## src/ftp_pkg.sv

```systemverilog
// Package for the fixed-point trigonometric polynomial unit.
// Holds the command codes, the series coefficients, the pipeline depth and the Q-format
// multiply helper. It depends on nothing else.
package ftp_pkg;

    typedef enum logic [1:0] {
        CMD_TAN     = 2'd0,
        CMD_ASIN    = 2'd1,
        CMD_ACOS    = 2'd2,
        CMD_RAD2DEG = 2'd3
    } cmd_t;

    localparam int NUM_TERMS = 5;
    // Stage 0 prepares the operand, stages 1..POLY_LAST run the power and term
    // multiplies, and the output register follows.
    localparam int POLY_LAST = 2 * NUM_TERMS - 1;
    localparam int NUM_STG   = POLY_LAST + 2;
    localparam int TERM_W    = $clog2(NUM_TERMS);

    localparam logic [31:0] ONE_Q14     = 32'd16384;
    localparam logic [31:0] HALF_PI_Q29 = 32'd843314857;
    localparam logic [32:0] DEG_PER_RAD = 33'(64'd30760437400 >> 2);

    localparam logic signed [31:0] TAN_COEF [NUM_TERMS] = '{
        32'sd536870912, 32'sd178956971, 32'sd71582788, 32'sd28973986, 32'sd11741092
    };
    localparam logic signed [31:0] ASIN_COEF [NUM_TERMS] = '{
        32'sd536870912, 32'sd89478485, 32'sd40265318, 32'sd23967451, 32'sd16311182
    };

    // Q2.29 multiply: bits [60:29] of the full signed product.
    function automatic logic signed [31:0] qmul(input logic signed [31:0] a,
                                                input logic signed [31:0] b);
        logic signed [63:0] p;
        p = a * b;
        return p[60:29];
    endfunction

endpackage

```

## src/fixed_trig_poly_unit.sv

```systemverilog
// Top level of the fixed-point trigonometric polynomial unit (tan, asin, acos, rad2deg).
// Uses ftp_pkg for command codes, coefficients and the Q2.29 multiply.
// Self-contained: no submodules.
//
// Usage notes:
// A request enters on the s_axis channel: tuser carries the 2-bit command
// (0 tan, 1 arcsine, 2 arccosine, 3 radians to degrees) and tdata the 32-bit
// signed operand. One 32-bit signed result per request leaves on m_axis tdata.
// The unit is an 11-stage pipeline: an operand preparation stage, nine stages
// of the odd power series (one 32x32 multiply each for the power chain x^2k+1,
// with the coefficient multiply-accumulate sharing alternate stages), and an
// output register that restores the sign or forms pi/2 minus the series.
// One request can be taken in every cycle while m_axis is not stalled; the depth
// is set by the chain of eight dependent power multiplies plus the final term.
// Each stage carries its own valid bit and moves whenever the stage ahead is
// empty or moving, so bubbles are squeezed out while the receiver stalls and
// s_axis_tready drops only once every stage is full. Nothing is lost or
// repeated under stall. Reset (rst_n low, asynchronous) empties all stages;
// the datapath registers are not reset.
module fixed_trig_poly_unit (
    input  logic        clk,
    input  logic        rst_n,
    input  logic        s_axis_tvalid,
    output logic        s_axis_tready,
    input  logic [31:0] s_axis_tdata,   // [31:0] operand
    input  logic [1:0]  s_axis_tuser,   // [1:0] cmd
    output logic        m_axis_tvalid,
    input  logic        m_axis_tready,
    output logic [31:0] m_axis_tdata    // [31:0] result
);
    import ftp_pkg::*;

    // Per-stage payload, stages 0..POLY_LAST.
    cmd_t               cmd_reg  [POLY_LAST+1];
    cmd_t               cmd_next [POLY_LAST+1];
    logic               neg_reg  [POLY_LAST+1];
    logic               neg_next [POLY_LAST+1];
    logic signed [31:0] x_reg    [POLY_LAST+1];
    logic signed [31:0] x_next   [POLY_LAST+1];
    // Power chain value: x, x^2, x^3, x^4, x^5 ... in Q2.29.
    logic signed [31:0] p_reg    [POLY_LAST+1];
    logic signed [31:0] p_next   [POLY_LAST+1];
    // Running series sum, wrapping at 32 bits.
    logic [31:0]        sum_reg  [POLY_LAST+1];
    logic [31:0]        sum_next [POLY_LAST+1];
    // Magnitude for rad2deg in stage 0, scaled degrees from stage 1 on.
    logic [31:0]        deg_reg  [POLY_LAST+1];
    logic [31:0]        deg_next [POLY_LAST+1];

    logic [31:0]        res_reg;
    logic [31:0]        res_next;

    logic [NUM_STG-1:0] valid_reg;
    logic [NUM_STG-1:0] valid_next;
    logic [NUM_STG:0]   load;

    // Operand preparation signals.
    cmd_t               in_cmd;
    logic               in_neg;
    logic [31:0]        in_mag;
    logic [31:0]        in_magc;
    logic signed [31:0] in_v;
    logic signed [31:0] in_x;
    logic [64:0]        deg_prod;
    logic signed [31:0] coef;

    // A stage loads when it is empty or when its contents move on.
    always_comb
    begin
        load[NUM_STG] = m_axis_tready;
        for (int s = NUM_STG - 1; s >= 0; s--) begin
            load[s] = !valid_reg[s] || load[s+1];
        end
        valid_next[0] = s_axis_tvalid;
        for (int s = 1; s < NUM_STG; s++) begin
            valid_next[s] = valid_reg[s-1];
        end
    end

    assign s_axis_tready = load[0];
    assign m_axis_tvalid = valid_reg[NUM_STG-1];
    assign m_axis_tdata  = res_reg;

    // Stage 0: sign, magnitude and clamping of the operand.
    always_comb
    begin
        in_cmd  = cmd_t'(s_axis_tuser);
        in_neg  = s_axis_tdata[31];
        in_mag  = in_neg ? (32'd0 - s_axis_tdata) : s_axis_tdata;
        in_magc = (in_mag > ONE_Q14) ? ONE_Q14 : in_mag;
        in_v    = $signed(s_axis_tdata);
        if (in_v > $signed(ONE_Q14)) begin
            in_v = $signed(ONE_Q14);
        end
        if (in_v < -$signed(ONE_Q14)) begin
            in_v = -$signed(ONE_Q14);
        end
        case (in_cmd)
            CMD_TAN:  in_x = $signed(in_mag);
            CMD_ASIN: in_x = $signed({in_magc[16:0], 15'd0});
            CMD_ACOS: in_x = $signed({in_v[16:0], 15'd0});
            default:  in_x = $signed(in_mag);
        endcase
    end

    // Stage 0 loads the prepared operand. Stages 1..POLY_LAST: one power
    // multiply per stage; odd stages also add the next coefficient term, using
    // the power finished in the stage before.
    always_comb
    begin
        cmd_next[0] = in_cmd;
        neg_next[0] = in_neg;
        x_next[0]   = in_x;
        p_next[0]   = in_x;
        sum_next[0] = 32'd0;
        deg_next[0] = in_mag;

        deg_prod = 65'(deg_reg[0]) * 65'(DEG_PER_RAD);
        coef     = '0;
        for (int s = 1; s <= POLY_LAST; s++) begin
            cmd_next[s] = cmd_reg[s-1];
            neg_next[s] = neg_reg[s-1];
            x_next[s]   = x_reg[s-1];
            p_next[s]   = qmul(x_reg[s-1], p_reg[s-1]);
            deg_next[s] = deg_reg[s-1];
            sum_next[s] = sum_reg[s-1];
            if (s[0]) begin
                coef = (cmd_reg[s-1] == CMD_TAN) ? TAN_COEF[TERM_W'(s >> 1)]
                                                 : ASIN_COEF[TERM_W'(s >> 1)];
                sum_next[s] = sum_reg[s-1] + 32'(qmul(coef, p_reg[s-1]));
            end
        end
        deg_next[1] = {1'b0, deg_prod[63:33]};
    end

    // Output stage: sign restore, or pi/2 minus the series for arccosine.
    always_comb
    begin
        case (cmd_reg[POLY_LAST])
            CMD_TAN,
            CMD_ASIN: res_next = neg_reg[POLY_LAST] ? (32'd0 - sum_reg[POLY_LAST])
                                                    : sum_reg[POLY_LAST];
            CMD_ACOS: res_next = HALF_PI_Q29 - sum_reg[POLY_LAST];
            default:  res_next = neg_reg[POLY_LAST] ? (32'd0 - deg_reg[POLY_LAST])
                                                    : deg_reg[POLY_LAST];
        endcase
    end

    always_ff @(posedge clk or negedge rst_n)
    begin
        if (!rst_n) begin
            valid_reg <= '0;
        end else begin
            for (int s = 0; s < NUM_STG; s++) begin
                if (load[s]) begin
                    valid_reg[s] <= valid_next[s];
                end
            end
        end
    end

    always_ff @(posedge clk)
    begin
        for (int s = 0; s <= POLY_LAST; s++) begin
            if (load[s]) begin
                cmd_reg[s] <= cmd_next[s];
                neg_reg[s] <= neg_next[s];
                x_reg[s]   <= x_next[s];
                p_reg[s]   <= p_next[s];
                sum_reg[s] <= sum_next[s];
                deg_reg[s] <= deg_next[s];
            end
        end
        if (load[NUM_STG-1]) begin
            res_reg <= res_next;
        end
    end

endmodule

```

## config.mk

```make
export PLATFORM = sky130hd
export DESIGN_NAME = fixed_trig_poly_unit
export DESIGN_NICKNAME = d
export VERILOG_FILES = /design/src/ftp_pkg.sv /design/src/fixed_trig_poly_unit.sv
export SDC_FILE = /design/constraint.sdc
export NUM_CORES = 1
export LEC_CHECK = 0
export BUFFER_PORTS_ARGS = -buffer_cell sky130_fd_sc_hd__buf_2
export CORE_MARGIN = 10
export CORE_UTILIZATION = 40
export CTS_CLUSTER_DIAMETER = 80
export DETAILED_ROUTE_END_ITERATION = 16
export PLACE_DENSITY = 0.55
export SLEW_MARGIN = 20
export SYNTH_ARGS = -nofsm -noshare
export SYNTH_HDL_FRONTEND = slang
export SYNTH_SLANG_ARGS = --single-unit
```

## constraint.sdc

```tcl
create_clock -name clk -period 16.7 [get_ports clk]
set_clock_uncertainty 0.2 [all_clocks]
set_input_delay 4.175 -clock clk [delete_from_list [all_inputs] [get_ports clk]]
set_output_delay 4.175 -clock clk [all_outputs]
set_load 0.02 [all_outputs]
```

======== Word-level counts from Yosys, hierarchy flattened ========
Memories as Yosys holds them, arrays and structs flattened.
Cells that the tools add are included.
Widths: inputs -> output; s select.
storage, ports and cells
  output and inout port bits .............. 34
  register bits ........................... 43
  memories kept ........................... 6
  bits of input ports ..................... 38
  bits in writable memories ............... 1310
memory list
  memory   depth  width  rd ports  clocked after memory_dff  write ports  line                        source
  deg_reg  10     32     10        0                         10           fixed_trig_poly_unit.sv:47  logic [31:0] deg_reg [POLY_LAST+1];
  p_reg    10     32     9         0                         10           fixed_trig_poly_unit.sv:41  logic signed [31:0] p_reg [POLY_LAST+1];
  sum_reg  10     32     9         0                         10           fixed_trig_poly_unit.sv:44  logic [31:0] sum_reg [POLY_LAST+1];
  x_reg    10     32     9         0                         10           fixed_trig_poly_unit.sv:38  logic signed [31:0] x_reg [POLY_LAST+1];
  cmd_reg  10     2      10        0                         10           fixed_trig_poly_unit.sv:34  cmd_t cmd_reg [POLY_LAST+1];
  neg_reg  10     1      10        0                         10           fixed_trig_poly_unit.sv:36  logic neg_reg [POLY_LAST+1];
operators by class
  add/subtract/negate cells ............... 8
  eq/ne operators ......................... 4
  multiply operators ...................... 13
  reduce and logical (&&, ||, !) cells .... 27
  multiplexer cells ....................... 31
  $lt $le $gt $ge ......................... 3
operator list
  cell                    number
  $mul 32x32->61          9
  $add 32x32->32          4
  $mux 32                 4
  $pmux 32 s2             2
  $sub 1x32->32 const A   3
  $mul 32x32->63 const B  1
  $mul 29x32->61          1
  $mul 28x32->60          1
  $mul 26x32->58          1
  $mux 17                 2
  $gt 32x15->1 const B    1
  $gt 32x16->1 const B    1
  $lt 32x15->1 const B    1
  $sub 30x32->32 const A  1
  $mux 28                 1
  $mux 27                 1
  $mux 24                 1
  $mux 1                  20
  $logic_not 1->1         11
  $logic_or 1x1->1        11
  $logic_not 2->1         4
  $eq 2x1->1 const B      2
  $eq 2x2->1 const B      2
  $reduce_or 2->1         1

======== Depth between registers and ports, before layout ========
Gate-level depths: netlist (run 1).
  depth in word-level cells ............... 14
  gate-level depth with buffers ........... 26

======== Least setup slack after synthesis (run 1) ========
OpenSTA, ideal clock, no wires.
  kind .................................... in2out
  start ................................... input m_axis_tready
  end ..................................... output s_axis_tready
  arrival time ............................ 8.089 ns
  setup slack ............................. 4.236 ns
  stages on the path ...................... 6
  path buffers ............................ 0
  path through ............................ nor2b_1 -> nand2_1 -> nor2_1 -> nand3_1 -> nor2_1 -> nand4_1
on the way
  word-level cells in the longest chain between the ends .. 11
RTL lines
  element                         line                        source
  start, declared                 fixed_trig_poly_unit.sv:28  input logic m_axis_tready,
  $logic_or 1x1->1 (2 in series)  fixed_trig_poly_unit.sv:72  load[s] = !valid_reg[s] || load[s+1];
  named net load[9]               fixed_trig_poly_unit.sv:55  logic [NUM_STG:0] load;
  $logic_or 1x1->1 (5 in series)  fixed_trig_poly_unit.sv:72
  named net load[4]               fixed_trig_poly_unit.sv:55
  $logic_or 1x1->1 (4 in series)  fixed_trig_poly_unit.sv:72
  end, declared                   fixed_trig_poly_unit.sv:24  output logic s_axis_tready,
The timed path passes the listed nets, and every way through them passes these cells.

======== Worst setup path after layout (run 1) ========
Ends and elaborated chain as after synthesis.

==> results of run 1 <==
## cells in the final DEF (no fill, tap or decap), types with 4 or more instances in the layout
| cell type | count |
|---|---|
| and3_1 | 5 |
| nand4_1 | 10 |
| o21bai_1 | 5 |
| fa_1 | 385 |
| or4_1 | 11 |
| xnor2_1 | 53 |
| nand3_1 | 21 |
| o21ai_0 | 49 |
| nand2b_1 | 11 |
| clkinv_1 | 14 |
| o41ai_1 | 7 |
| inv_8 | 4 |
| o31ai_1 | 17 |
| clkbuf_1 | 9 |
| nor2_1 | 51 |
| edfxtp_1 | 373 |
| or3_1 | 10 |
| nor2b_1 | 6 |
| a21oi_1 | 57 |
| dfrtp_1 | 11 |
| inv_1 | 581 |
| ha_1 | 394 |
| a31oi_1 | 7 |
| buf_2 | 71 |
| clkbuf_16 | 43 |
| a21o_1 | 34 |
| buf_4 | 10 |
| xor2_1 | 40 |
| nor3_1 | 16 |
| nand2_1 | 63 |
| or2_2 | 8 |
| a21boi_0 | 17 |
| o211ai_1 | 6 |
| clkinv_2 | 5 |
| and4_1 | 5 |
## worst paths after layout
path	to	slack [ps]	cells past startpoint
setup / recovery	s_axis_tready	5600	11
hold / removal	deg_reg[2][10]	210	0
min in group asynchronous	valid_reg[1]	3280	1
max in group asynchronous	valid_reg[3]	12780	1
setup reg to reg	deg_reg[1][27]	7650	22
hold reg to reg	deg_reg[2][10]	210	0
## stage by stage
| stage | area, µm² | setup WS (ps) | cells | utilization [%] | hold slack, ps |
|---|---|---|---|---|---|
| final | 32700 | 5600 | 3421 | 44.1 | 211 |
| after global routing | 32700 | 5290 | 3421 | 44.1 | 216 |
| after CTS | 32700 | 5610 | 3421 | 44.1 | 210 |
| after detailed placement | 31400 | 5620 | 3343 | 42.3 | 205 |
| after global placement | 31400 | 5610 | 3343 | 42.3 | 201 |
| after floorplan | 29800 | 4240 | 2314 | - | 200 |
## cells by family (layout without fill, tap and decap cells)
logic type / after synthesis / count (layout)
compound gates: 220 / 220
simple gates: 230 / 230
mux: 3 / 3
buf+inv: 605 / 743
fa+ha+maj: 779 / 779
xor+xnor: 93 / 93
flops: 384 / 384
## layer usage
| metal | share of wire (%) | up-vias |
|---|---|---|
| met5 | 0 | - |
| met3 | 4.6 | 80 |
| li1 | - | 7811 |
| met4 | 2.4 | 0 |
| met2 | 48 | 300 |
| met1 | 45 | 8128 |
## cell type report
class / count / area share, %
multi-input cells: 1325 / 49.2
flip-flops and latches: 384 / 35.1
inverters: 584 / 6.71
well taps: 969 / 3.71
clock buffers: 52 / 3.39
repair buffers: 81 / 1.32
clock inverters: 26 / 0.589
==> run_results.csv, run 1 <==
group,metric,value,unit
outcome,status,"finished clean",
worst_setup_path,required,12320,ps
timing,rsz0062_at_grt,"no",
timing,fin_tns_setup,0,ps
clock_network,cts.clk_slew.worst_paths,60,ps
clock_network,post_cts_buffers,0,
timing,relSlewSlack,23.1,%
synth,synth-xor-area-share,2.73,%
synth,synth_top_family_by_area,"adder cells",
floorplanning,initial_core_util,40.2,%
detailed_routing,drtIter0Drc,810,
floorplanning,die_area,85900,µm²
global_route,met1_usage,19.2,%
clock_network,root_buffer,"clkbuf_16",
placement,numPortBuffers,71,
finish,final.fill_count,6825,
synth,syn_nets,3131,
global_route,grt_max_degree,38,
global_route,grt_pass1_vias,17841,
timing,setup_viol,0,
global_route,use_met2,24.1,%
floorplanning,die_w,293,µm
synth,ys_top_cells_by_count,"584 x inv_1, 394 x ha_1, 385 x fa_1, 373 x edfxtp_1, 63 x nand2_1",
timing,finalCritPeriodShare,66.5,%
global_route,grtUsageMet3,2.27,%
worst_setup_path,path_max_fanout,37,
finish,area_growth,9.63,%
synth,muxShareOfSynthArea,0.101,%
timing,fmax,90.1,MHz
synth,synth.most_common_cell,"inv_1",
worst_setup_path,cpLargestDelayFamily,"simple AND/OR/NAND/NOR gates",
global_route,track_usage,14.4,%
detailed_routing,drcViolationCount,0,
worst_setup_path,critPathArrivalTime,6730,ps
timing,worstMarginPinSlew,1150,ps
synth,synth-simple-area-share,3.89,%
job,drv_cap,0,
placement,routabilityCongestion,0.897,
finish,largest_register_ff_count,311,
synth,synthArstFlopShare,2.86,%
clock_network,cts_resized,0,
detailed_routing,antenna_left,0,
synth,synth_top_area_share,37.6,%
worst_setup_path,cp-end-kind,"output pin",
worst_hold_path,min_from,"deg_reg[1][10]",
global_route,grt_pass1_wl,96900,µm
floorplanning,fp.dieH,293,µm
synth,ys_seq_area_share,38.5,%
worst_setup_path,start_kind,"input port",
clock_network,clk_latency,580,ps
worst_setup_path,r2r_start,"deg_reg[0][13]",
synth,ys_seq_elements,384,
timing,hold_viol,0,
worst_setup_path,max_stage_delay,340,ps
synth,synth-compound-area-share,4.80,%
finish,diodes,0,
clock_network,htree_levels,2,
synth,synth_edf_count,373,
detailed_routing,wl_per_cell,17.6,µm
synth,synthAdderAreaFrac,42.4,%
synth,synthFlopType,"edfxtp_1",
timing,slew_viol_final,0,
synth,ys_warn_count,0,
floorplanning,rows,100,
clock_network,cts_tree,"built",
global_route,busiest_layer,"met2",
detailed_routing,viasPerCell,4.77,
synth,synthTopCellsByArea,"edfxtp_1 38%, fa_1 26%, ha_1 17%, inv_1 7.4%, xnor2_1 1.6%",
worst_setup_path,path_cells,"buf_2 > nor2b_1 > nand2_1 > buf_4 > nor2_1 > nand3_1 > buf_4 > nor2_1 > nand4_1 > buf_4 > buf_2",
worst_setup_path,path_class,"input port to output pin",
synth,yosys.area.top_type,"edfxtp_1",
clock_network,cts_buffer_depth,3,
detailed_routing,drt-total-wl,60300,µm
worst_hold_path,min_path_type,"register to register",
timing,period_needed,11100,ps
worst_setup_path,crit_top_cell,"buf_4",
worst_setup_path,startpoint,"m_axis_tready",
synth,yosysUniqueCellTypes,52,
finish,nets,3236,
clock_network,cts_sinks,384,
floorplanning,io_pins,72,
synth,syn-cell-area,29800,µm²
worst_setup_path,path_buf_inv,5,
finish,drive_gt1_share,6.48,%
global_route,antenna_found_initial,0,
clock_network,numCtsBuffers,43,
finish,regArea,11500,µm²
detailed_routing,via_count,16319,
synth,syn_area_per_cell,12.9,µm²
clock_network,cts_hold_buffers,0,
worst_setup_path,slowest_stage,"nor2_1",
finish,multi_input_area,16100,µm²
floorplanning,placeableCoreArea,74200,µm²
placement,hpwlAfterDp,50500,µm
detailed_routing,dr.pass1.iters,5,
synth,synth_cells,2314,
global_route,overflow,0,
Power of run 1 is not shown: default switching activity piles up to over one toggle a cycle in this logic, so the estimate is an artifact.
==> inputs of run 2 (changes only) <==
ABC_AREA = 1   (was unset)
PLACE_DENSITY = 0.57   (was 0.55)
clock period = 10.2 ns   (was 16.7 ns; I/O delays follow)
==> run_results.csv, run 2 <==
group,metric,value,unit
floorplanning,io_pins,72,
synth,synthFlopType,"edfxtp_1",
floorplanning,die_area,93800,µm²
worst_setup_path,cpLargestDelayFamily,"buffers and inverters",
timing,fin_tns_setup,0,ps
detailed_routing,drtIter0Drc,899,
detailed_routing,drt-total-wl,74800,µm
synth,ys_seq_elements,384,
finish,nets,4205,
floorplanning,initial_core_util,40.6,%
worst_setup_path,required,7450,ps
clock_network,htree_levels,2,
floorplanning,fp.dieH,306,µm
worst_setup_path,path_max_fanout,36,
finish,diodes,0,
synth,synth.most_common_cell,"inv_1",
floorplanning,die_w,306,µm
timing,period_needed,7520,ps
placement,hpwlAfterDp,63500,µm
clock_network,cts_tree,"built",
finish,largest_register_ff_count,311,
timing,relSlewSlack,31.4,%
worst_setup_path,max_stage_delay,440,ps
detailed_routing,viasPerCell,4.59,
worst_setup_path,cp-end-kind,"output pin",
finish,drive_gt1_share,5.41,%
global_route,grt_max_degree,37,
outcome,status,"finished clean",
worst_setup_path,path_buf_inv,6,
placement,routabilityCongestion,0.926,
synth,syn_nets,4087,
synth,synth_top_area_share,34.2,%
clock_network,root_buffer,"clkbuf_16",
synth,ys_top_cells_by_count,"912 x inv_1, 660 x nand2_1, 394 x ha_1, 385 x fa_1, 373 x edfxtp_1",
worst_setup_path,critPathArrivalTime,4770,ps
clock_network,cts_buffer_depth,3,
synth,syn_area_per_cell,10.0,µm²
synth,synthTopCellsByArea,"edfxtp_1 34%, fa_1 24%, ha_1 15%, inv_1 10%, nand2_1 7.6%",
worst_setup_path,start_kind,"input port",
floorplanning,placeableCoreArea,80800,µm²
detailed_routing,dr.pass1.iters,7,
synth,syn-cell-area,32800,µm²
finish,most-common-layout-cells,"912 x inv_1, 660 x nand2_1, 394 x ha_1",
synth,synthArstFlopShare,2.86,%
global_route,track_usage,16.5,%
timing,rsz0062_at_grt,"no",
placement,numPortBuffers,71,
synth,yosys.area.top_type,"edfxtp_1",
clock_network,cts_resized,0,
timing,slew_viol_final,0,
global_route,antenna_found_initial,0,
timing,setup_viol,0,
detailed_routing,wl_per_cell,16.7,µm
timing,worstMarginPinSlew,1030,ps
synth,yosysUniqueCellTypes,40,
clock_network,cts_sinks,384,
detailed_routing,drcViolationCount,0,
synth,ys_seq_area_share,35.0,%
global_route,grt_pass1_wl,121000,µm
synth,synth_edf_count,373,
clock_network,cts.clk_slew.worst_paths,60,ps
floorplanning,rows,104,
worst_hold_path,min_path_type,"register to register",
clock_network,numCtsBuffers,40,
global_route,overflow,0,
clock_network,post_cts_buffers,0,
job,drv_cap,0,
worst_setup_path,crit_top_cell,"buf_4",
finish,area_growth,9.64,%
finish,final_common_cell,"inv_1",
clock_network,clk_latency,570,ps
worst_setup_path,slowest_stage,"buf_4",
clock_network,cts_hold_buffers,0,
synth,synth_cells,3270,
timing,finalCritPeriodShare,73.7,%
timing,fmax,133,MHz
detailed_routing,antenna_left,0,
global_route,grt_pass1_vias,22388,
timing,hold_viol,0,
worst_setup_path,path_cells,"buf_2 > inv_1 > nand4_2 > buf_4 > nor2_2 > nand4_1 > buf_4 > nor2_2 > nand4_1 > buf_4 > buf_2",
synth,ys_warn_count,0,
worst_setup_path,path_class,"input port to output pin",
detailed_routing,via_count,20543,
==> run 2: layout make-up <==
class,count,area [µm²]
clock buffers,44,1020
clock inverters,27,375
fillers,7758,44900
inverters,921,3460
multi-input cells,1953,17800
flip-flops and latches,384,11500
well taps,1060,1330
repair buffers,88,483
==> run 2: worst register-to-register path: stages, from the launching register on <==
cell	delay (ps)
edfxtp_1	680
inv_1	430
fa_1	580
fa_1	460
fa_1	510
inv_1	50
fa_1	480
fa_1	560
fa_1	430
fa_1	490
inv_1	50
fa_1	470
inv_1	40
ha_1	400
nand2_2	130
nor2_2	130
inv_2	70
nor3_2	310
nand2_1	130
nor2_1	110
nand2_1	70
nand3_1	90
nand2_1	60
==> run 2: path summary, 6_finish.rpt <==
kind / startpoint / end / slack [ps] / depth (start not counted)
min in group asynchronous: rst_n / valid_reg[4] / 1660 / 1
max reg2reg: deg_reg[0][13] / deg_reg[1][30] / 3010 / 22
min: deg_reg[1][1] / deg_reg[2][1] / 190 / 0
min reg2reg: deg_reg[1][1] / deg_reg[2][1] / 190 / 0
max in group asynchronous: rst_n / valid_reg[6] / 7890 / 1
max: m_axis_tready / s_axis_tready / 2680 / 11
==> run 2: per-stage QoR <==
stage | worst slack, ps | hold slack [ps] | instances | util [%] | cell area, µm²
detailed placement | 2610 | 205 | 4406 | 42.7 | 34500
global placement | 2640 | 200 | 4406 | 42.7 | 34500
global route | 2380 | 194 | 4477 | 44.5 | 35900
floorplan | 970 | 200 | 3270 | - | 32800
finish | 2680 | 187 | 4477 | 44.5 | 35900
CTS | 2600 | 189 | 4477 | 44.5 | 35900
==> run 2: cell families after synthesis <==
kind of cell	share of synthesized area (%)
fa+ha+maj	38.6
compound gates	2.18
buf+inv	10.7
flops	35.0
xor+xnor	0.748
simple gates	12.8
==> run 2: routing by layer <==
layer	vias to the layer above	share of wire [%]	track usage, %
met1	9781	43	20.1
met3	108	4.0	2.48
met5	-	0	0
met2	347	50	29.6
met4	0	3.3	5.37
li1	10307	-	-
Power of run 2 is left out for the same reason.
==> inputs of run 3 (changes only) <==
PLACE_DENSITY = 0.55   (was 0.57)
clock period = 7.8 ns   (was 10.2 ns; I/O delays follow)
==> run_results.csv, run 3 (synthesis gave the netlist of run 2 again) <==
group,metric,value,unit
outcome,status,"finished clean",
timing,slew_viol_final,0,
worst_setup_path,crit_top_cell,"fa_1",
global_route,track_usage,17.4,%
worst_setup_path,path_cells,"inv_1 > fa_1 > fa_1 > fa_1 > inv_1 > fa_1 > fa_1 > fa_1 > fa_1 > inv_1 > fa_1 > inv_1 > ha_1 > nand2_2 > nor2_1 > nand2_1 > nor2_1 > and3_1 > nand2_1 > nand3_1 > nand2_1",
timing,worstMarginPinSlew,1070,ps
detailed_routing,wl_per_cell,17.7,µm
finish,most-common-layout-cells,"912 x inv_1, 660 x nand2_1, 394 x ha_1",
finish,final.fill_count,7772,
detailed_routing,antenna_left,0,
timing,fmax,139,MHz
global_route,antenna_found_initial,0,
clock_network,root_buffer,"clkbuf_16",
finish,area_growth,10.2,%
global_route,overflow,0,
detailed_routing,drcViolationCount,0,
finish,diodes,0,
clock_network,cts_sinks,384,
worst_setup_path,slowest_stage,"edfxtp_1",
placement,numPortBuffers,71,
clock_network,cts_tree,"built",
timing,fin_ws,631,ps
clock_network,cts_resized,0,
clock_network,cts_hold_buffers,0,
placement,hpwlAfterDp,68900,µm
worst_hold_path,min_path_type,"register to register",
worst_setup_path,reg2reg_depth,21,
placement,routabilityCongestion,0.943,
detailed_routing,via_count,20956,
finish,final_area,36100,µm²
floorplanning,initial_core_util,40.6,%
worst_setup_path,cp-end-kind,"register",
global_route,grt_pass1_wl,127000,µm
detailed_routing,drtIter0Drc,1156,
worst_setup_path,max_stage_delay,790,ps
finish,regArea,11500,µm²
floorplanning,io_pins,72,
timing,finalCritPeriodShare,91.9,%
detailed_routing,drt-total-wl,79500,µm
finish,final_common_cell,"inv_1",
detailed_routing,dr.pass1.iters,6,
global_route,grt_max_degree,37,
worst_setup_path,critPathArrivalTime,7320,ps
placement,pre_cts_ws,652,ps
timing,fin_tns_setup,0,ps
clock_network,cts_buffer_depth,3,
clock_network,cts.clk_slew.worst_paths,60,ps
timing,relSlewSlack,28.5,%
floorplanning,die_area,93800,µm²
floorplanning,placeableCoreArea,80800,µm²
detailed_routing,viasPerCell,4.66,
clock_network,numCtsBuffers,44,
worst_setup_path,start_kind,"register",
finish,drive_gt1_share,5.99,%
clock_network,post_cts_buffers,0,
worst_setup_path,required,7950,ps
global_route,grt_pass1_vias,22499,
floorplanning,fp.dieH,306,µm
timing,setup_viol,0,
job,drv_cap,0,
floorplanning,die_w,306,µm
worst_setup_path,path_class,"register to register",
clock_network,clk_latency,590,ps
floorplanning,rows,104,
finish,largest_register_ff_count,311,
timing,period_needed,7170,ps
finish,multi_input_area,17800,µm²
worst_setup_path,path_max_fanout,10,
timing,hold_viol,0,
timing,rsz0062_at_grt,"no",
worst_hold_path,min_path_cells,0,
clock_network,htree_levels,2,
finish,nets,4219,
placement,placed_area,34600,µm²
-- run 3: changes by cell type in the layout (fill, tap and decap cells not counted), moves of 3 or more --
cell	previous run	this run
buf_4	17	27
clkinv_2	2	9
clkbuf_1	4	10
clkinv_1	10	4
clkbuf_16	40	44
bufinv_16	8	5
-- run 3: path summary, 6_finish.rpt --
check                      slack (ps)      startpoint        endpoint
max                               630  deg_reg[0][12]  deg_reg[1][28]
min                               190   deg_reg[3][1]   deg_reg[4][1]
max reg2reg                       630  deg_reg[0][12]  deg_reg[1][28]
min reg2reg                       190   deg_reg[3][1]   deg_reg[4][1]
max in group asynchronous        6140           rst_n    valid_reg[5]
min in group asynchronous        1030           rst_n    valid_reg[3]
-- run 3: layout make-up --
type | count | share of cell area (%)
inverter | 921 | 9.57
multi-input combinational | 1953 | 49.3
clock buffer | 55 | 3.19
tap | 1060 | 3.67
clock inverter | 27 | 0.935
sequential | 384 | 31.8
timing repair buffer | 98 | 1.55
-- run 3: stage by stage --
step           instances  hold WS (ps)  util, %
6_report            4498           191     44.7
5_1_grt             4498           193     44.7
4_1_cts             4498           183     44.7
3_5_place_dp        4416           205     42.8
3_3_place_gp        4416           200     42.8
2_1_floorplan       3270           200        -
-- run 3: worst max-delay path, delay by kind of cell (launching register included) --
family	cells	cell delay, ps
adder cells (fa/ha/maj)	9	4360
flip-flops	1	790
buffers and inverters	4	460
AND/OR/NAND/NOR	8	1120
-- run 3: layer usage --
metal	global-route usage, %	part of all wire (%)
met5	0	0
met4	4.68	2.5
met3	2.49	4.1
met2	30.2	48
met1	22.4	45
Power of run 3 is left out for the same reason.
